$ cat config.mk
export PLATFORM = sky130hd
export DESIGN_NAME = lzosd_queue
export DESIGN_NICKNAME = d
export VERILOG_FILES = /design/src/rtl/core/lzosd_pkg.sv /design/src/rtl/core/lzosd_queue.sv
export SDC_FILE = /design/constraint.sdc
export NUM_CORES = 1
export LEC_CHECK = 0
export BUFFER_PORTS_ARGS = -buffer_cell sky130_fd_sc_hd__buf_4
export CAP_MARGIN = 15
export CORE_MARGIN = 2
export CORE_UTILIZATION = 38
export DETAILED_ROUTE_END_ITERATION = 16
export PLACE_DENSITY = 0.55
export SLEW_MARGIN = 5
export SYNTH_ARGS = -nofsm -noshare
export SYNTH_HDL_FRONTEND = slang
export SYNTH_SLANG_ARGS = --single-unit
$ cat constraint.sdc
create_clock -name clk -period 2.15 [get_ports clk]
set_input_delay 0 -clock clk [delete_from_list [all_inputs] [get_ports clk]]
set_output_delay 0 -clock clk [all_outputs]
set_load 0.005 [all_outputs]
$ cat src/rtl/core/lzosd_pkg.sv
// Shared types and constants for the LZO1X stream decompressor.
// No dependencies; every other file of the block except lzosd_if refers to this package.
package lzosd_pkg;

  // Default window size and length width.
  localparam int unsigned HISTORY_BYTES_DEF = 65536;
  localparam int unsigned LENGTH_BITS_DEF   = 24;

  // Depth of the command queue between the parser and the copy engine.
  localparam int unsigned QUEUE_DEPTH = 4;

  // Opcode and distance constants of the format.
  localparam logic [7:0]  FIRST_LIT_BIAS = 8'd17;
  localparam logic [7:0]  EXT_STEP       = 8'd255;
  localparam logic [5:0]  M3_LEN_BASE    = 6'd31;
  localparam logic [5:0]  M4_LEN_BASE    = 6'd7;
  localparam logic [16:0] M1_FAR_BASE    = 17'h0801;
  localparam logic [16:0] M4_DIST_BASE   = 17'h4000;
  localparam logic [14:0] M4_FAR_STEP    = 15'h4000;
  localparam logic [2:0]  HEADER_BYTES   = 3'd4;

  // Parser phases.
  typedef enum logic [3:0] {
    PH_HEADER     = 4'd0,
    PH_FIRST      = 4'd1,
    PH_CMD_TOP    = 4'd2,
    PH_CMD_MATCH  = 4'd3,
    PH_RUN_EXT    = 4'd4,
    PH_LITERALS   = 4'd5,
    PH_LEN_EXT    = 4'd6,
    PH_DIST_LO    = 4'd7,
    PH_DIST_HI    = 4'd8,
    PH_SHORT_DIST = 4'd9,
    PH_COPY       = 4'd10
  } phase_t;

  // Error codes reported with each result.
  typedef enum logic [1:0] {
    ERR_NONE     = 2'd0,
    ERR_BUSY     = 2'd1,
    ERR_DISTANCE = 2'd2,
    ERR_LENGTH   = 2'd3
  } err_t;

  // Control part of one command from the parser to the copy engine.
  typedef struct packed {
    logic wr;       // a byte is produced and written to history
    logic lit;      // the byte is a literal, not a history read
    logic pending;  // match bytes remain after this item
    logic done;     // end marker completed by this item
    err_t err;
  } cmd_ctl_t;

endpackage

$ cat src/rtl/core/lzosd_queue.sv
// Short command queue between the parser and the copy engine.
// Depends on lzosd_pkg for its depth; the payload is a flat vector.
module lzosd_queue #(
  parameter int unsigned WIDTH = 8
) (
  input  logic             clk,
  input  logic             rst_n,
  input  logic             push,
  input  logic [WIDTH-1:0] push_data,
  output logic             not_full,
  input  logic             pop,
  output logic             head_valid,
  output logic [WIDTH-1:0] head_data
);

  localparam int unsigned PTR_W = $clog2(lzosd_pkg::QUEUE_DEPTH);
  localparam int unsigned CNT_W = PTR_W + 1;

  logic [WIDTH-1:0] slot_r [lzosd_pkg::QUEUE_DEPTH];
  logic [PTR_W-1:0] wr_ptr_r, rd_ptr_r;
  logic [CNT_W-1:0] count_r;

  assign not_full   = (count_r != CNT_W'(lzosd_pkg::QUEUE_DEPTH));
  assign head_valid = (count_r != '0);
  assign head_data  = slot_r[rd_ptr_r];

  // Storage slots.
  always_ff @(posedge clk) begin
    if (push) begin
      slot_r[wr_ptr_r] <= push_data;
    end
  end

  // Pointers and fill count.
  always_ff @(posedge clk) begin
    if (!rst_n) begin
      wr_ptr_r <= '0;
      rd_ptr_r <= '0;
      count_r  <= '0;
    end else begin
      if (push) begin
        wr_ptr_r <= wr_ptr_r + 1'b1;
      end
      if (pop) begin
        rd_ptr_r <= rd_ptr_r + 1'b1;
      end
      if (push && !pop) begin
        count_r <= count_r + 1'b1;
      end else if (pop && !push) begin
        count_r <= count_r - 1'b1;
      end
    end
  end

endmodule

==> results_dict.tcl, run 1 <==
set metrics [dict create \
    status "finished, final reports clean" \
    vias 795 \
    drtIter0Drc 40 \
    first_pass_iters 4 \
    dpl-instance-area_um2 1810 \
    grt_usage_pct 12.3 \
    port_buffers 21 \
    slew_violations 0 \
    whs_ns 0.0454 \
    finalHoldViolations 0 \
    relSlewSlack_pct 64.3 \
    ant_nets 0 \
    critPathCaptureType "primary output" \
    timing.final.crit_share_pct 77.3 \
    ys_ff_latch 41 \
    io_pins 22 \
    setup_viol 0 \
    syn_avg_cell_area_um2 18.7 \
    syn_to_final_growth_pct 23.5 \
    crit_required_ns 2.15 \
    synthesis.nets 104 \
    initial_core_util_pct 39.8 \
    rrSetupSlack_ns 0.70 \
    dieArea_um2 4760 \
    htreeDepth 2 \
    yosysMostFrequentCell "edfxtp_1" \
    p_per_area_nw_per_um2 817 \
    avgViaCountPerCell 4.62 \
    clock-root-buffer "clkbuf_8" \
    rows 23 \
    place_hpwl_um 1670 \
    rsz0062_at_grt "no" \
    clock_skew_ns 0.00590 \
    cts_resized 0 \
    synth_edf_count 32 \
    layout_min_cycle_time_ns 1.66 \
    async_reset_ff_share_pct 0 \
    path_cells "mux4_2, buf_4" \
    grt_pass1_vias 809 \
    drc 0 \
    fin_util_pct 49.2 \
    cp_slowest_cell "dfxtp_1" \
    yosysWarnings 0 \
    critPathKind "reg2out" \
    final_area_um2 1980 \
    vdd_drop_max_uv 337 \
    cts_tree "built" \
    avgRoutedWirePerCell_um 14.0 \
    grt_max_degree 13 \
    diodes 0 \
    fin_tns_setup_ns 0 \
    cts_buffers 5 \
    grt_overflow 0 \
    fin_nets 139 \
    synth_top_cell_by_area "edfxtp_1" \
    gp_congestion 0.659 \
    clock_path_buffers 2 \
    tightest_slew_ns 0.534 \
    synth.top_cells.by_count "edfxtp_1 (32), and2_1 (9), dfxtp_1 (9)" \
    clk_pin_slew_ns 0.07 \
    routed_wl_um 2410 \
    synth_top_flop_cell "edfxtp_1" \
    yosysUniqueCellTypes 18 \
    p_leak_nw 0.727 \
    cp_max_fo 8 \
    syn-cell-area_um2 1600 \
    grt_first_pass_wirelength_um 3860 \
    clock-sinks 41 \
    die_x_um 69.0 \
    antenna_found_initial 0 \
    synthTopCellsByArea "edfxtp_1 (60%), dfxtp_1 (11%), mux4_2 (11%)" \
    max_freq_ghz 0.601 \
    critPathMaxStageDelay_ns 0.66 \
    clk_latency_ns 0.29 \
    die_h_um 69.0 \
    maxCapViolCount 0 \
    drive_above_1_share_pct 29.5 \
    synth_top_area_share_pct 59.9 \
    hold_buffers 9 \
    synth-seq-area-share_pct 71.1 \
    worstHoldPathType "in2reg" \
    arrival_ns 1.66 \
    fill_cells 384 \
    start_kind "flop" \
    cts_setup_buffers 0 \
    synth_cells 86 \
    core_area_um2 4030 \
]
-- critical path, delay by kind of cell, from the launching register on --
family / cells / cell delay (ns)
buffers and inverters: 1 / 0.15
DFF: 1 / 0.66
muxes: 1 / 0.57
-- final timing paths --
path / start / to / cells past startpoint
hold reg to reg: count_r[2]$_SDFFE_PN0P_ / count_r[2]$_SDFFE_PN0P_ / 2
setup reg to reg: count_r[0]$_SDFFE_PN0P_ / count_r[2]$_SDFFE_PN0P_ / 4
hold / removal: push / wr_ptr_r[1]$_SDFFE_PN0P_ / 3
setup / recovery: flop / head_data[0] / 2
-- placed cells by master (no fill, tap or decap), drive strengths merged --
cell and count:
dfxtp 9, a21boi 1, xnor2 2, fa 1, nand2 2, and2 9
nor2 1, mux2i 2, clkbuf 6, or3 2, nor2b 2, buf 21
edfxtp 32, xor2 3, clkinv 2, ha 5, o21ai 1, inv 4
dlygate4sd3 9, mux4 8
-- sequential cells by signal (all words and copies together), names as in the netlist, named ones only --
signal and flops:
slot_r 32, count_r 3, wr_ptr_r 2, rd_ptr_r 2
-- cell families (layout without fill, tap and decap cells) --
group                    count (synthesis)  after routing  synth area share, %
XOR/XNOR                                 5              5                 2.73
buffers and inverters                    6             42                 1.95
AND/OR/NAND/NOR                         16             16                 5.77
AO/OA/AOI/OAI                            2              2                0.780
flip-flops                              41             41                 71.1
multiplexers                            10             10                 12.5
adder cells (fa/ha/maj)                  6              6                 5.15
-- metrics by stage --
step	setup slack (ns)	instances	power (mW)
2_1_floorplan	0.761	86	1.07
3_3_place_gp	0.711	155	1.16
3_5_place_dp	0.691	155	1.17
4_1_cts	0.419	172	1.65
5_1_grt	0.335	172	1.72
6_report	0.487	172	1.62
-- per-layer routing --
metal	global-route usage (%)	part of all wire, %
met1	14.1	43
met5	0	0
met3	5.36	5.9
met4	5.88	2.2
met2	19.7	49
-- final cells by class --
| cell class | count | area, um^2 | area share, % |
|---|---|---|---|
| clock inverter | 2 | 10.0 | 0.505 |
| multi-input combinational | 39 | 432 | 21.8 |
| clock buffer | 6 | 72.6 | 3.66 |
| timing repair buffer | 30 | 248 | 12.5 |
| sequential | 41 | 1140 | 57.6 |
| inverter | 4 | 15.0 | 0.758 |
| tap | 50 | 62.6 | 3.16 |
-- power breakdown --
group / internal (mW) / switching [mW] / leakage (nW)
clock network: 0.225 / 0.239 / 0.0450
logic: 0.133 / 0.0796 / 0.314
registers: 0.905 / 0.0365 / 0.368
(Power assumes the default switching activity.)
==> run 2: changes to the inputs <==
--- a/config.mk
+++ b/config.mk
@@ -10,7 +10,7 @@
 export CORE_MARGIN = 2
 export CORE_UTILIZATION = 38
 export DETAILED_ROUTE_END_ITERATION = 16
-export PLACE_DENSITY = 0.55
+export PLACE_DENSITY = 0.57
 export SLEW_MARGIN = 5
 export SYNTH_ARGS = -nofsm -noshare
 export SYNTH_HDL_FRONTEND = slang
==> constraint.sdc (replaced) <==
create_clock -name clk -period 1.4 [get_ports clk]
set_input_delay 0 -clock clk [delete_from_list [all_inputs] [get_ports clk]]
set_output_delay 0 -clock clk [all_outputs]
set_load 0.005 [all_outputs]
==> results_dict.tcl, run 2 (synthesis results as in run 1) <==
set metrics [dict create \
    rrSetupSlack_ns -0.05 \
    final_common_cell "edfxtp_1" \
    clock_skew_ns 0.00298 \
    clock-sinks 41 \
    grt_usage_pct 12.8 \
    violations "negative setup slack" \
    die_h_um 69.0 \
    dpl-instance-area_um2 1930 \
    clk_latency_ns 0.28 \
    avgRoutedWirePerCell_um 13.9 \
    clkPwrFrac_pct 27.3 \
    drtIter0Drc 26 \
    syn_to_final_growth_pct 35.0 \
    rows 23 \
    drive_above_1_share_pct 39.1 \
    critPathCapture "count_r[2]$_SDFFE_PN0P_" \
    avgViaCountPerCell 4.54 \
    setup_viol 6 \
    fin_ws_ns -0.0498 \
    grt_pass1_vias 850 \
    slew_violations 0 \
    dieArea_um2 4760 \
    drc 0 \
    critPathMaxStageDelay_ns 0.37 \
    critical_path.top_delay_family "adder cells" \
    combPwrFrac_pct 16.9 \
    cp_slowest_cell "fa_2" \
    relSlewSlack_pct 84.0 \
    cp_max_fo 4 \
    cts_buffers 5 \
    first_pass_iters 3 \
    critPathCaptureType "flop" \
    htreeDepth 2 \
    gp_congestion 0.684 \
    top_register "slot_r" \
    tightest_slew_ns 0.240 \
    r2r-end "count_r[2]$_SDFFE_PN0P_" \
    netSwitchingPower_uw 573 \
    status "complete, but fails checks" \
    internal_power_mw 2.01 \
    io_pins 22 \
    p_sw_share_pct 22.2 \
    layout_min_cycle_time_ns 1.45 \
    clock-root-buffer "clkbuf_8" \
    place_hpwl_um 1770 \
    finalHoldViolations 0 \
    clock_path_buffers 2 \
    cts_tree "built" \
    arrival_ns 1.67 \
    timing.final.crit_share_pct 104 \
    rr_worst_depth 4 \
    largest_register_ffs 32 \
    die_x_um 69.0 \
    placed_cells 165 \
    finalNonFillerCells 183 \
    start_kind "flop" \
    sequentialPowerShare_pct 55.8 \
    grt_overflow 0 \
    grt_max_degree 13 \
    reg_top3 "slot_r (32), count_r (3)" \
    p_leak_nw 0.806 \
    core_area_um2 4030 \
    routed_wl_um 2540 \
    vdd_drop_max_uv 754 \
    port_buffers 21 \
    maxCapViolCount 0 \
    cp-startpoint "count_r[1]$_SDFFE_PN0P_" \
    worst-path-stages 4 \
    path_buf_inv 0 \
    clk_pin_slew_ns 0.07 \
    vias 831 \
    ant_nets 0 \
    initial_core_util_pct 39.8 \
    antenna_found_initial 0 \
    critPathKind "reg2reg" \
    worstReg2RegStart "count_r[1]$_SDFFE_PN0P_" \
    rsz0062_at_grt "yes" \
    grt_first_pass_wirelength_um 4090 \
    max_freq_ghz 0.690 \
    p_total_mw 2.58 \
    final_cell_mix "edfxtp_1 (32), buf_4 (19), and2_1 (9), dlygate4sd3_1 (9), buf_6 (9)" \
    path_cells "fa_2, xor2_2, or3_1, a21boi_1" \
    p_per_area_nw_per_um2 1190 \
    final_area_um2 2170 \
    crit_required_ns 1.62 \
    worstHoldPathType "in2reg" \
    fin_nets 150 \
    diodes 0 \
]
run 2: metal layers:
| layer | vias to the layer above | global-route usage, % | part of all wire (%) |
|---|---|---|---|
| met2 | 19 | 22.0 | 52 |
| met4 | 0 | 5.15 | 1.8 |
| met1 | 391 | 14.3 | 42 |
| met3 | 7 | 4.87 | 4.4 |
| met5 | - | 0 | 0 |
| li1 | 414 | - | - |
run 2: worst min-delay path by stage:
stage	start	end	slack, ns	cells past startpoint
after detailed placement	push_data[1]	slot_r[2][1]$_DFFE_PP_	0.20	1
after CTS	push	wr_ptr_r[1]$_SDFFE_PN0P_	0.12	4
final	push	wr_ptr_r[1]$_SDFFE_PN0P_	0.13	4
after floorplan	push_data[0]	slot_r[0][0]$_DFFE_PP_	0.1	0
after global routing	pop	rd_ptr_r[0]$_SDFFE_PN0P_	0.15	4
after global placement	push_data[0]	slot_r[3][0]$_DFFE_PP_	0.20	1
run 2: cell type report:
cell class / count / area [um^2]
Inverter: 4 / 15.0
Multi-Input combinational cell: 39 / 442
Clock buffer: 5 / 68.8
Fill cell: 342 / 1860
Sequential cell: 41 / 1150
Tap cell: 50 / 62.6
Timing Repair Buffer: 41 / 414
Clock inverter: 3 / 12.5
run 2: stage by stage:
stage	util (%)	hold WS (ns)	setup TNS (ns)	worst slack, ns
after floorplan	-	0.0989	0	0.0106
after global placement	48.0	0.200	0	0.0245
after detailed placement	48.0	0.204	-0.0662	-0.0662
after CTS	53.5	0.124	-0.164	-0.0437
after global routing	53.8	0.154	-0.598	-0.0907
final	53.8	0.125	-0.0920	-0.0498
run 2: worst register-to-register path, cell delays in order, from the launching register on:
cell and delay, ns:
dfxtp_4 0.36, fa_2 0.37, xor2_2 0.16, or3_1 0.35, a21boi_1 0.15
run 2: power groups by stage:
stage | combinational [mW] | clock (mW) | sequential, mW
after detailed placement | 0.380 | 0 | 1.46
after global placement | 0.375 | 0 | 1.46
after floorplan | 0.197 | 0 | 1.44
final | 0.436 | 0.705 | 1.44
after CTS | 0.436 | 0.731 | 1.44
after global routing | 0.484 | 0.776 | 1.45
run 2: timing repair:
action,CTS,global route
buffers inserted,1,0
hold endpoints to repair,40,0
pin swaps,1,3
hold buffers,9,0
endpoints found under the setup margin,9,9
gates resized for setup,15,2
