==> src/rtl/core/lzosd_pkg.sv <==
// Shared types and constants for the LZO1X stream decompressor.
// No dependencies; every other file of the block except lzosd_if refers to this package.
package lzosd_pkg;

  // Default window size and length width.
  localparam int unsigned HISTORY_BYTES_DEF = 65536;
  localparam int unsigned LENGTH_BITS_DEF   = 24;

  // Depth of the command queue between the parser and the copy engine.
  localparam int unsigned QUEUE_DEPTH = 4;

  // Opcode and distance constants of the format.
  localparam logic [7:0]  FIRST_LIT_BIAS = 8'd17;
  localparam logic [7:0]  EXT_STEP       = 8'd255;
  localparam logic [5:0]  M3_LEN_BASE    = 6'd31;
  localparam logic [5:0]  M4_LEN_BASE    = 6'd7;
  localparam logic [16:0] M1_FAR_BASE    = 17'h0801;
  localparam logic [16:0] M4_DIST_BASE   = 17'h4000;
  localparam logic [14:0] M4_FAR_STEP    = 15'h4000;
  localparam logic [2:0]  HEADER_BYTES   = 3'd4;

  // Parser phases.
  typedef enum logic [3:0] {
    PH_HEADER     = 4'd0,
    PH_FIRST      = 4'd1,
    PH_CMD_TOP    = 4'd2,
    PH_CMD_MATCH  = 4'd3,
    PH_RUN_EXT    = 4'd4,
    PH_LITERALS   = 4'd5,
    PH_LEN_EXT    = 4'd6,
    PH_DIST_LO    = 4'd7,
    PH_DIST_HI    = 4'd8,
    PH_SHORT_DIST = 4'd9,
    PH_COPY       = 4'd10
  } phase_t;

  // Error codes reported with each result.
  typedef enum logic [1:0] {
    ERR_NONE     = 2'd0,
    ERR_BUSY     = 2'd1,
    ERR_DISTANCE = 2'd2,
    ERR_LENGTH   = 2'd3
  } err_t;

  // Control part of one command from the parser to the copy engine.
  typedef struct packed {
    logic wr;       // a byte is produced and written to history
    logic lit;      // the byte is a literal, not a history read
    logic pending;  // match bytes remain after this item
    logic done;     // end marker completed by this item
    err_t err;
  } cmd_ctl_t;

endpackage

==> src/rtl/core/lzosd_front.sv <==
// Parser of the decompressor: decodes one byte or tick per cycle into a command, while accept is high.
// Depends on lzosd_pkg; tracks write position and produced count of the window.
module lzosd_front #(
  parameter int unsigned HISTORY_BYTES = lzosd_pkg::HISTORY_BYTES_DEF,
  parameter int unsigned LENGTH_BITS   = lzosd_pkg::LENGTH_BITS_DEF,
  localparam int unsigned AW = $clog2(HISTORY_BYTES),
  localparam int unsigned PW = AW + 1
) (
  input  logic                clk,
  input  logic                rst_n,
  input  logic                accept,
  input  logic                op,
  input  logic [7:0]          in_byte,
  output lzosd_pkg::cmd_ctl_t cmd_ctl,
  output logic [7:0]          cmd_data,
  output logic [AW-1:0]       cmd_raddr,
  output logic [AW-1:0]       cmd_waddr
);

  localparam logic [LENGTH_BITS-1:0] LEN_MAX = {LENGTH_BITS{1'b1}};
  localparam logic [PW-1:0] WIN_FULL = PW'(HISTORY_BYTES);

  lzosd_pkg::phase_t phase_r, phase_nxt;
  logic [2:0]             hdr_r, hdr_nxt;
  logic [7:0]             instr_r, instr_nxt;
  logic [7:0]             dlo_r, dlo_nxt;
  logic [LENGTH_BITS-1:0] acc_r, acc_nxt;
  logic [LENGTH_BITS-1:0] lit_r, lit_nxt;
  logic [LENGTH_BITS-1:0] copy_r, copy_nxt;
  logic [PW-1:0]          cdist_r, cdist_nxt;
  logic [1:0]             trail_r, trail_nxt;
  logic                   after_r, after_nxt;
  logic [AW-1:0]          wpos_r, wpos_nxt;
  logic [PW-1:0]          prod_r, prod_nxt;

  // Saturating length add; the top bit flags saturation.
  function automatic logic [LENGTH_BITS:0] sat_add(input logic [LENGTH_BITS-1:0] a,
                                                   input logic [9:0] b);
    logic [LENGTH_BITS:0] s;
    s = {1'b0, a} + (LENGTH_BITS+1)'(b);
    if (s[LENGTH_BITS]) begin
      s = {1'b1, LEN_MAX};
    end
    return s;
  endfunction

  // Decode of one item.
  always_comb begin
    logic [LENGTH_BITS:0] sum;
    logic                 do_match;
    logic                 do_begin;
    logic                 do_after;
    logic [16:0]          bc_dist;
    logic [LENGTH_BITS-1:0] bc_len;
    logic [PW-1:0]        bc_dist_w;
    logic [13:0]          d;
    logic [14:0]          far;
    logic [7:0]           t;

    phase_nxt = phase_r;
    hdr_nxt   = hdr_r;
    instr_nxt = instr_r;
    dlo_nxt   = dlo_r;
    acc_nxt   = acc_r;
    lit_nxt   = lit_r;
    copy_nxt  = copy_r;
    cdist_nxt = cdist_r;
    trail_nxt = trail_r;
    after_nxt = after_r;
    wpos_nxt  = wpos_r;
    prod_nxt  = prod_r;
    cmd_ctl   = '0;
    cmd_data  = '0;
    cmd_raddr = wpos_r - cdist_r[AW-1:0];
    cmd_waddr = wpos_r;
    sum       = '0;
    do_match  = 1'b0;
    do_begin  = 1'b0;
    do_after  = 1'b0;
    bc_dist   = '0;
    bc_len    = '0;
    bc_dist_w = '0;
    d         = {in_byte, dlo_r[7:2]};
    far       = (instr_r[3] ? lzosd_pkg::M4_FAR_STEP : 15'd0) + {1'b0, d};
    t         = instr_r;

    if (op) begin
      // Tick: copy one match byte from history.
      if (phase_r == lzosd_pkg::PH_COPY) begin
        cmd_ctl.wr = 1'b1;
        wpos_nxt   = wpos_r + 1'b1;
        if (prod_r < WIN_FULL) begin
          prod_nxt = prod_r + 1'b1;
        end
        copy_nxt = copy_r - 1'b1;
        if (copy_nxt == '0) begin
          do_after = 1'b1;
        end
      end
    end else begin
      unique case (phase_r)
        lzosd_pkg::PH_HEADER: begin
          if (hdr_r != '0) begin
            hdr_nxt = hdr_r - 1'b1;
          end
          if (hdr_nxt == '0) begin
            phase_nxt = lzosd_pkg::PH_FIRST;
          end
        end
        lzosd_pkg::PH_FIRST: begin
          if (in_byte > lzosd_pkg::FIRST_LIT_BIAS) begin
            lit_nxt   = LENGTH_BITS'(in_byte - lzosd_pkg::FIRST_LIT_BIAS);
            after_nxt = (lit_nxt >= LENGTH_BITS'(4));
            phase_nxt = lzosd_pkg::PH_LITERALS;
          end else begin
            do_match = 1'b1;
          end
        end
        lzosd_pkg::PH_CMD_TOP: begin
          do_match = 1'b1;
        end
        lzosd_pkg::PH_CMD_MATCH: begin
          do_match = 1'b1;
        end
        lzosd_pkg::PH_RUN_EXT: begin
          if (in_byte == '0) begin
            sum     = sat_add(acc_r, {2'b0, lzosd_pkg::EXT_STEP});
            acc_nxt = sum[LENGTH_BITS-1:0];
          end else begin
            sum       = sat_add(acc_r, {2'b0, in_byte} + 10'd18);
            lit_nxt   = sum[LENGTH_BITS-1:0];
            after_nxt = 1'b1;
            phase_nxt = lzosd_pkg::PH_LITERALS;
          end
          if (sum[LENGTH_BITS]) begin
            cmd_ctl.err = lzosd_pkg::ERR_LENGTH;
          end
        end
        lzosd_pkg::PH_LITERALS: begin
          cmd_ctl.wr  = 1'b1;
          cmd_ctl.lit = 1'b1;
          cmd_data    = in_byte;
          wpos_nxt    = wpos_r + 1'b1;
          if (prod_r < WIN_FULL) begin
            prod_nxt = prod_r + 1'b1;
          end
          if (lit_r != '0) begin
            lit_nxt = lit_r - 1'b1;
          end
          if (lit_nxt == '0) begin
            phase_nxt = lzosd_pkg::PH_CMD_MATCH;
          end
        end
        lzosd_pkg::PH_LEN_EXT: begin
          if (in_byte == '0) begin
            sum     = sat_add(acc_r, {2'b0, lzosd_pkg::EXT_STEP});
            acc_nxt = sum[LENGTH_BITS-1:0];
          end else begin
            sum = sat_add(acc_r, {2'b0, in_byte} + 10'd2 +
                  {4'b0, (instr_r >= 8'd32) ? lzosd_pkg::M3_LEN_BASE : lzosd_pkg::M4_LEN_BASE});
            acc_nxt   = sum[LENGTH_BITS-1:0];
            phase_nxt = lzosd_pkg::PH_DIST_LO;
          end
          if (sum[LENGTH_BITS]) begin
            cmd_ctl.err = lzosd_pkg::ERR_LENGTH;
          end
        end
        lzosd_pkg::PH_DIST_LO: begin
          dlo_nxt   = in_byte;
          trail_nxt = in_byte[1:0];
          phase_nxt = lzosd_pkg::PH_DIST_HI;
        end
        lzosd_pkg::PH_DIST_HI: begin
          if (instr_r >= 8'd32) begin
            do_begin = 1'b1;
            bc_dist  = 17'd1 + {3'b0, d};
            bc_len   = acc_r;
          end else if (far == '0) begin
            // End marker: wait for the header of the next stream.
            cmd_ctl.done = 1'b1;
            phase_nxt    = lzosd_pkg::PH_HEADER;
            hdr_nxt      = lzosd_pkg::HEADER_BYTES;
            prod_nxt     = '0;
            lit_nxt      = '0;
            copy_nxt     = '0;
            trail_nxt    = '0;
            after_nxt    = 1'b0;
          end else begin
            do_begin = 1'b1;
            bc_dist  = {2'b0, far} + lzosd_pkg::M4_DIST_BASE;
            bc_len   = acc_r;
          end
        end
        lzosd_pkg::PH_SHORT_DIST: begin
          trail_nxt = t[1:0];
          do_begin  = 1'b1;
          if (t >= 8'd64) begin
            bc_dist = 17'd1 + {14'b0, t[4:2]} + {6'b0, in_byte, 3'b0};
            bc_len  = LENGTH_BITS'(t[7:5]) + 1'b1;
          end else if (after_r) begin
            bc_dist = lzosd_pkg::M1_FAR_BASE + {11'b0, t[7:2]} + {7'b0, in_byte, 2'b0};
            bc_len  = LENGTH_BITS'(3);
          end else begin
            bc_dist = 17'd1 + {11'b0, t[7:2]} + {7'b0, in_byte, 2'b0};
            bc_len  = LENGTH_BITS'(2);
          end
        end
        lzosd_pkg::PH_COPY: begin
          cmd_ctl.err = lzosd_pkg::ERR_BUSY;
        end
        default: begin
          phase_nxt = lzosd_pkg::PH_HEADER;
          hdr_nxt   = lzosd_pkg::HEADER_BYTES;
        end
      endcase
    end

    // Opcode byte at the top of an instruction.
    if (do_match) begin
      if (in_byte >= 8'd16) begin
        instr_nxt = in_byte;
        if (in_byte >= 8'd64) begin
          phase_nxt = lzosd_pkg::PH_SHORT_DIST;
        end else if (in_byte >= 8'd32) begin
          if (in_byte[4:0] == '0) begin
            acc_nxt   = '0;
            phase_nxt = lzosd_pkg::PH_LEN_EXT;
          end else begin
            acc_nxt   = LENGTH_BITS'(in_byte[4:0]) + LENGTH_BITS'(2);
            phase_nxt = lzosd_pkg::PH_DIST_LO;
          end
        end else if (in_byte[2:0] == '0) begin
          acc_nxt   = '0;
          phase_nxt = lzosd_pkg::PH_LEN_EXT;
        end else begin
          acc_nxt   = LENGTH_BITS'(in_byte[2:0]) + LENGTH_BITS'(2);
          phase_nxt = lzosd_pkg::PH_DIST_LO;
        end
      end else if (phase_r == lzosd_pkg::PH_CMD_MATCH) begin
        instr_nxt = in_byte;
        phase_nxt = lzosd_pkg::PH_SHORT_DIST;
      end else if (in_byte == '0) begin
        acc_nxt   = '0;
        phase_nxt = lzosd_pkg::PH_RUN_EXT;
      end else begin
        lit_nxt   = LENGTH_BITS'(in_byte) + LENGTH_BITS'(3);
        after_nxt = 1'b1;
        phase_nxt = lzosd_pkg::PH_LITERALS;
      end
    end

    // Start of a match copy, checked against the bytes produced so far.
    if (do_begin) begin
      bc_dist_w = PW'(bc_dist);
      if (bc_dist == '0 || bc_dist_w > prod_r) begin
        cmd_ctl.err = lzosd_pkg::ERR_DISTANCE;
        do_after    = 1'b1;
      end else if (bc_len == '0) begin
        do_after = 1'b1;
      end else begin
        cdist_nxt = bc_dist_w;
        copy_nxt  = bc_len;
        phase_nxt = lzosd_pkg::PH_COPY;
      end
    end

    // Trailing literals, if any, follow a match.
    if (do_after) begin
      if (trail_nxt != '0) begin
        lit_nxt   = LENGTH_BITS'(trail_nxt);
        after_nxt = 1'b0;
        phase_nxt = lzosd_pkg::PH_LITERALS;
      end else begin
        phase_nxt = lzosd_pkg::PH_CMD_TOP;
      end
    end

    cmd_ctl.pending = (phase_nxt == lzosd_pkg::PH_COPY);
  end

  // Parser state registers.
  always_ff @(posedge clk) begin
    if (!rst_n) begin
      phase_r <= lzosd_pkg::PH_HEADER;
      hdr_r   <= lzosd_pkg::HEADER_BYTES;
      instr_r <= '0;
      dlo_r   <= '0;
      acc_r   <= '0;
      lit_r   <= '0;
      copy_r  <= '0;
      cdist_r <= '0;
      trail_r <= '0;
      after_r <= 1'b0;
      wpos_r  <= '0;
      prod_r  <= '0;
    end else if (accept) begin
      phase_r <= phase_nxt;
      hdr_r   <= hdr_nxt;
      instr_r <= instr_nxt;
      dlo_r   <= dlo_nxt;
      acc_r   <= acc_nxt;
      lit_r   <= lit_nxt;
      copy_r  <= copy_nxt;
      cdist_r <= cdist_nxt;
      trail_r <= trail_nxt;
      after_r <= after_nxt;
      wpos_r  <= wpos_nxt;
      prod_r  <= prod_nxt;
    end
  end

endmodule

==> config.mk <==
export PLATFORM = sky130hd
export DESIGN_NAME = lzosd_front
export DESIGN_NICKNAME = d
export VERILOG_FILES = /design/src/rtl/core/lzosd_pkg.sv /design/src/rtl/core/lzosd_front.sv
export SDC_FILE = /design/constraint.sdc
export NUM_CORES = 1
export LEC_CHECK = 0
export BUFFER_PORTS_ARGS = -buffer_cell sky130_fd_sc_hd__buf_2
export CORE_ASPECT_RATIO = 1.75
export CORE_MARGIN = 10
export CORE_UTILIZATION = 58
export DETAILED_ROUTE_END_ITERATION = 6
export PLACE_DENSITY = 0.79
export SKIP_LAST_GASP = 1
export SYNTH_ARGS = -nofsm -noshare
export SYNTH_HDL_FRONTEND = slang
export SYNTH_SLANG_ARGS = --single-unit
==> constraint.sdc <==
create_clock -name clk -period 4.6 [get_ports clk]
set_input_delay 0.69 -clock clk [delete_from_list [all_inputs] [get_ports clk]]
set_output_delay 0.69 -clock clk [all_outputs]
set_load 0.05 [all_outputs]
==> results of run 1 <==
power by group:
group | leakage (nW) | internal (mW) | total (mW) | switching, mW
sequential | 1.17 | 1.28 | 1.31 | 0.0327
clock | 0.252 | 0.717 | 1.35 | 0.628
combinational | 5.45 | 0.380 | 1.06 | 0.682
state kept, by name (all words and copies together) (netlist names):
| register | count |
|---|---|
| acc_r | 24 |
| copy_r | 24 |
| lit_r | 24 |
| prod_r | 17 |
| cdist_r | 16 |
| cmd_waddr | 16 |
| instr_r | 8 |
| dlo_r | 6 |
| phase_r | 4 |
| hdr_r | 3 |
| trail_r | 2 |
| after_r | 1 |
how the worst max path moves through the flow:
stage / start / to / slack, ns / cells past startpoint
4_1_cts: instr_r[4] / cmd_ctl[3] / -0.18 / 18
2_1_floorplan: in_byte[0] / cmd_ctl[3] / -0.38 / 20
3_5_place_dp: in_byte[0] / cmd_ctl[3] / -0.48 / 20
6_report: copy_r[0] / cmd_ctl[3] / -0.34 / 11
3_3_place_gp: in_byte[0] / cmd_ctl[3] / -0.49 / 20
5_1_grt: copy_r[0] / cmd_ctl[3] / -0.42 / 11
area by class of cell:
cell class	count	area, µm²	area share [%]
timing repair buffer	306	2307	13.28
sequential	145	2915	16.78
clock inverter	10	78.83	0.4538
inverter	100	385.4	2.219
clock buffer	20	456.7	2.629
tap	308	385.4	2.219
multi-input combinational	1661	10840	62.41
cell usage in the layout, fill, tap and decap left out, types with 18 or more instances in the layout:
cell type	instances
nor2_1	242
buf_4	234
nand2_1	177
o21ai_0	164
dfxtp_1	141
a21oi_1	124
inv_1	95
ha_1	80
nand3_1	73
xnor2_1	71
nor3_1	56
buf_2	52
nor4_1	37
nand4_1	36
xor2_1	31
mux2i_1	27
a31oi_1	27
a211oi_1	27
or3_1	26
o21ai_1	25
o22ai_1	20
o31ai_1	18
clkbuf_16	18
critical path, cell delays in order (launching register included):
cell,delay (ns)
dfxtp_1,0.35
or4_1,0.71
or4b_2,0.66
o31a_1,0.13
nor4_1,0.26
o2111ai_1,0.40
nand3_2,0.31
a21boi_0,0.42
o21ai_4,0.11
o21a_1,0.14
and3_4,0.15
buf_8,0.14
cells by family (layout without fill, tap and decap cells):
family	count (synthesis)	count (layout)	share of synthesized area [%]
and+or+nand+nor	798	798	27.41
adders and majority gates	96	96	8.779
DFF	145	145	20.33
buffers and inverters	236	436	6.449
AOI/OAI and AO/OA	633	633	28.53
muxes	30	30	2.129
xor gates and xnor gates	104	104	6.379
timing repair:
action,4_1_cts,5_1_grt
resized for setup,54,59
endpoints found under the setup margin,3,22
cloned,0,1
pin swaps,29,20
setup buffers,15,11
layer usage:
metal	share of wire, %	track usage, %	routed length, µm	up-vias
met5	0	0	0	-
met4	9.5	30.73	5914	0
li1	-	-	-	7861
met3	8.9	7.657	5582	420
met2	49	67.35	30600	1153
met1	33	38.33	20390	8153
per-stage QoR:
stage / util, % / power [mW] / TNS (ns) / area (µm²) / setup WS, ns
global placement: 66.97 / 2.303 / -2.862 / 16150 / -0.4921
global route: 72.03 / 3.817 / -1.680 / 17370 / -0.4227
finish: 72.03 / 3.720 / -0.7827 / 17370 / -0.3414
CTS: 70.46 / 3.646 / -0.3425 / 16990 / -0.1837
floorplan: - / 1.940 / -0.3791 / 14290 / -0.3791
detailed placement: 66.97 / 2.307 / -2.655 / 16150 / -0.4764
cell usage after synthesis, drive strengths merged (27+ instances only):
cell    count  area, µm²
nor2      248      933.4
o21ai     198      994.7
nand2     179      671.9
dfxtp     145       2903
a21oi     136      680.7
clkbuf    118      442.9
inv        98      367.9
ha         89       1114
nand3      75      375.4
xnor2      72      630.6
nor3       61      321.6
nor4       40      256.5
nand4      37      237.7
xor2       32      280.3
a211oi     30      230.2
a31oi      27      168.9
mux2i      27      270.3
==> qor.csv, run 1 <==
stage,metric,value,unit
outcome,status,"complete, but fails checks",
outcome,failing checks,setup timing,
synthesis,post-synth cell types,90,
clock_tree,CTS Hold Bufs,0,
routing,final wirelength,62.49,mm
grt,vias in the first global route,16940,
critical_path,CP Class,register to output pin,
finish,FILL cells,2072,
critical_path,Worst EP arrival,4.25,ns
floorplan,initial core utilization,59.21,%
timing,"Min Clock Period, post-route",4.941,ns
clock_tree,clk slew on worst S/H paths,0.07,ns
finish,n_diodes,0,
placement,placed cell count,2493,
clock_tree,TritonCTS clock tree,built,
clock_tree,Num CTS Buffers,17,
timing,Hold Slack,0.4698,ns
power_and_ir_drop,PD cells,214.2,nW/µm²
synthesis,synthesized cell area,14280,µm²
critical_path,critical path capture point type,output pin,
routing,DRT iter0 DRCs,1914,
finish,layout cells sized above 1,19.98,%
timing,period utilisation layout,107.4,%
critical_path,Reg2Reg Depth,27,
critical_path,R2R Setup Slk,0.04,ns
critical_path,crit path max fanout,7,
finish,Final nets,2339,
timing,Final Hold Fails,0,
timing,endpoints failing setup,3,
min_path,Worst Hold Class,register to register,
synthesis,Synth async-reset ratio,0,%
clock_tree,clock latency on the worst-skew pair,0.47,ns
floorplan,core area,24120,µm²
min_path,min-delay src,cdist_r[10],
synthesis,Synth Instances,2042,
timing,RSZ-0062 raised after global routing,yes,
synthesis,sequential cell area fraction in the yosys report,20.33,%
clock_tree,CTS Root Cell,clkbuf_16,
routing,Avg WL per Cell,24.51,µm
flow_run,number of max-cap violations,0,
floorplan,die footprint,31540,µm²
routing,Post-route DRC,0,
critical_path,Worst EP required,3.91,ns
min_path,number of cells on the worst hold path,2,
floorplan,FP Rows,75,
critical_path,Startpoint Class,register,
critical_path,Worst R2R Start,instr_r[6],
min_path,hold path endpoint,cdist_r[10],
placement,port buffer count,57,
power_and_ir_drop,Peak VDD IR,0.2869,mV
synthesis,yosys warns,0,
timing,setup ws final,-0.3414,ns
routing,Vias/cell,6.897,
power_and_ir_drop,leakage power,6.876,nW
routing,Antenna Nets Post-Route,0,
grt,gr ovfl total,0,
timing,Setup Skew,0.01677,ns
routing,via count,17590,
grt,pin count of the biggest net entering global routing,64,
floorplan,top-level I/O count,58,
timing,worst relative slew slack,34.49,%
routing,Pre-Repair DR Iteration Count,6,
clock_tree,clock tree sinks,145,
timing,Peak Freq,202.4,MHz
synthesis,"Net Count, Synth",2150,
synthesis,number of synthesized flops with an enable pin,0,
timing,max-slew violation count,0,
grt,Overall Global Routing Usage,38.08,%
finish,area grow syn2layout,21.64,%
critical_path,Reg2Reg Capture Point,acc_r[13],
synthesis,Mean Syn Cell Area,6.993,µm²
finish,Non-Filler Instances,2550,
floorplan,Die X,138.6,µm
synthesis,"flops & latches, synth",145,
floorplan,chip height,227.6,µm
clock_tree,Clock Tree Buf Depth,2,
placement,gpl congestion,1.085,
timing,Worst-Margin Slew,0.9790,ns
grt,first-pass GRT wire length,95.74,mm
clock_tree,# H-tree levels,4,
synthesis,predominant post-synthesis flop cell,dfxtp_1,
grt,initial antenna violation count,0,
placement,half-perimeter wire length after placement,45.52,mm
Power figures use the tool's default switching activity.
==> run 2: changes to the inputs <==
ABC_CLOCK_PERIOD_IN_PS = 4600   (was unset)
CORE_UTILIZATION = 35   (was 58)
PLACE_DENSITY = unset   (was 0.79)
==> run 2 against run 1 <==
Effect of this change:
- the run still ends with setup timing left
- largest power group unchanged
- sequential share of layout area decreased by 0.49 points
- register-to-register slack gained 0.14 ns
- sequential cell count unchanged
==> qor.csv, run 2 (synthesized netlist as in run 1, its figures left out) <==
stage,metric,value,unit,change
timing,worst relative slew slack,34.88,%,was 34.49%
floorplan,top-level I/O count,58,,unchanged
flow_run,number of max-cap violations,0,,unchanged
clock_tree,clock tree sinks,145,,unchanged
clock_tree,Num CTS Buffers,17,,unchanged
critical_path,crit path max fanout,5,,was 7
placement,port buffer count,57,,unchanged
routing,Antenna Nets Post-Route,0,,unchanged
power_and_ir_drop,leakage power,6.994,nW,was 6.876 nW
placement,placed cell count,2758,,"was 2,493"
timing,period utilisation layout,107.4,%,about the same
timing,endpoints failing setup,2,,was 3
finish,n_diodes,0,,unchanged
critical_path,CP Class,register to output pin,,unchanged
routing,DRT iter0 DRCs,1141,,"was 1,914"
clock_tree,clock latency on the worst-skew pair,0.47,ns,about the same
floorplan,FP Rows,97,,was 75
finish,"most common cell after layout, fill and taps aside",buf_4,,was nor2_1
min_path,number of cells on the worst hold path,2,,unchanged
timing,Final Hold Fails,0,,unchanged
finish,Non-Filler Instances,2816,,"was 2,550"
min_path,Worst Hold Class,register to register,,unchanged
finish,FILL cells,4124,,"was 2,072"
timing,Hold Slack,0.4717,ns,was 0.4698 ns
grt,vias in the first global route,17160,,"was 16,940"
finish,layout cells sized above 1,21.17,%,was 19.98%
routing,via count,16950,,"was 17,590"
critical_path,Reg2Reg Depth,24,,was 27
finish,area grow syn2layout,25.38,%,was 21.64%
timing,Setup Skew,0.02132,ns,was 0.01677 ns
clock_tree,TritonCTS clock tree,built,,unchanged
grt,gr ovfl total,0,,unchanged
placement,half-perimeter wire length after placement,49.06,mm,was 45.52 mm
power_and_ir_drop,PD cells,213.6,nW/µm²,was 214.2 nW/µm²
finish,Final nets,2367,,"was 2,339"
critical_path,Worst EP required,3.91,ns,about the same
finish,most frequent cells in the layout,"264 x buf_4, 243 x nor2_1, 176 x nand2_1",,"was 242 x nor2_1, 234 x buf_4, 177 x nand2_1"
routing,Post-route DRC,0,,unchanged
critical_path,Worst EP arrival,4.25,ns,about the same
timing,Worst-Margin Slew,0.9702,ns,was 0.9790 ns
outcome,status,"complete, but fails checks",,unchanged
timing,"Min Clock Period, post-route",4.942,ns,was 4.941 ns
timing,RSZ-0062 raised after global routing,yes,,unchanged
routing,final wirelength,63.39,mm,was 62.49 mm
floorplan,chip height,287.2,µm,was 227.6 µm
grt,first-pass GRT wire length,98.21,mm,was 95.74 mm
power_and_ir_drop,Peak VDD IR,0.2373,mV,was 0.2869 mV
power_and_ir_drop,total power,3.824,mW,was 3.720 mW
floorplan,core area,40170,µm²,"was 24,120 µm²"
routing,Pre-Repair DR Iteration Count,7,,was 6
outcome,failing checks,setup timing,,unchanged
placement,DP Worst Slack,-0.5433,ns,was -0.4764 ns
finish,"Core Util, Final",44.57,%,was 72.03%
placement,gpl congestion,0.9882,,was 1.085
clock_tree,Clock Tree Buf Depth,2,,unchanged
clock_tree,clk slew on worst S/H paths,0.07,ns,about the same
grt,Overall Global Routing Usage,24.92,%,was 38.08%
floorplan,Die X,172.7,µm,was 138.6 µm
routing,Avg WL per Cell,22.51,µm,was 24.51 µm
routing,Vias/cell,6.021,,was 6.897
timing,setup ws final,-0.3415,ns,was -0.3414 ns
timing,Peak Freq,202.4,MHz,about the same
critical_path,critical path capture point type,output pin,,unchanged
timing,max-slew violation count,0,,unchanged
clock_tree,# H-tree levels,4,,unchanged
clock_tree,CTS Root Cell,clkbuf_16,,unchanged
floorplan,die footprint,49600,µm²,"was 31,540 µm²"
finish,Top Registers,"acc_r (24), copy_r (24), lit_r (24)",,unchanged
critical_path,Startpoint Class,register,,unchanged
grt,pin count of the biggest net entering global routing,65,,was 64
grt,initial antenna violation count,0,,unchanged
floorplan,initial core utilization,35.55,%,was 59.21%
-- run 2: area by class of cell --
type | count | area (µm²) | area share [%]
inverters | 100 | 376.6 | 2.103
clock buffers | 19 | 432.9 | 2.418
repair buffers | 334 | 2479 | 13.84
clock inverters | 13 | 128.9 | 0.7198
well taps | 544 | 680.7 | 3.802
multi-input cells | 1661 | 10890 | 60.82
flip-flops and latches | 145 | 2917 | 16.29
-- run 2: through the flow --
stage / setup TNS (ns) / instance area [µm²]
after CTS: -5.248 / 17690
final: -0.5970 / 17900
after global placement: -5.853 / 16640
after floorplan: -0.3791 / 14290
after detailed placement: -7.543 / 16640
after global routing: -0.9003 / 17900
-- run 2: where the power goes --
group          total [mW]  internal (mW)  switching [mW]
logic                1.11          0.422           0.692
registers            1.31           1.28          0.0287
clock network        1.40          0.753           0.648
-- run 2: worst paths after layout --
path / endpoint / slack [ns] / from
worst min-delay path: cdist_r[3] / 0.47 / cdist_r[3]
worst max register to register: acc_r[17] / 0.18 / instr_r[5]
worst min register to register: cdist_r[3] / 0.47 / cdist_r[3]
worst max-delay path: cmd_ctl[3] / -0.34 / phase_r[2]
-- run 2: timing repair --
item,4_1_cts,5_1_grt
hold endpoints to repair,0,0
pin swaps,31,47
endpoints found under the setup margin,3,35
hold buffers,0,0
buffers inserted,34,6
gates resized for setup,55,60
-- run 2: routing by layer --
metal | track usage (%) | part of all wire (%)
met1 | 24.02 | 34
met2 | 45.71 | 51
met3 | 3.537 | 4.9
met4 | 21.98 | 9.4
met5 | 0 | 0
-- run 2: critical path, stage by stage, from the launching register on --
cell	delay (ns)
dfxtp_1	0.31
or4b_2	0.76
nor2_2	0.19
o21ai_4	0.09
buf_6	0.14
o21ai_2	0.24
ha_4	0.26
nor2b_1	0.13
o21a_1	0.18
o21ai_1	0.14
a211oi_2	0.08
o21ai_1	0.14
a211o_1	0.20
o41ai_4	0.09
buf_6	0.15
o21ai_4	0.15
and3_4	0.18
and3_4	0.21
buf_12	0.13
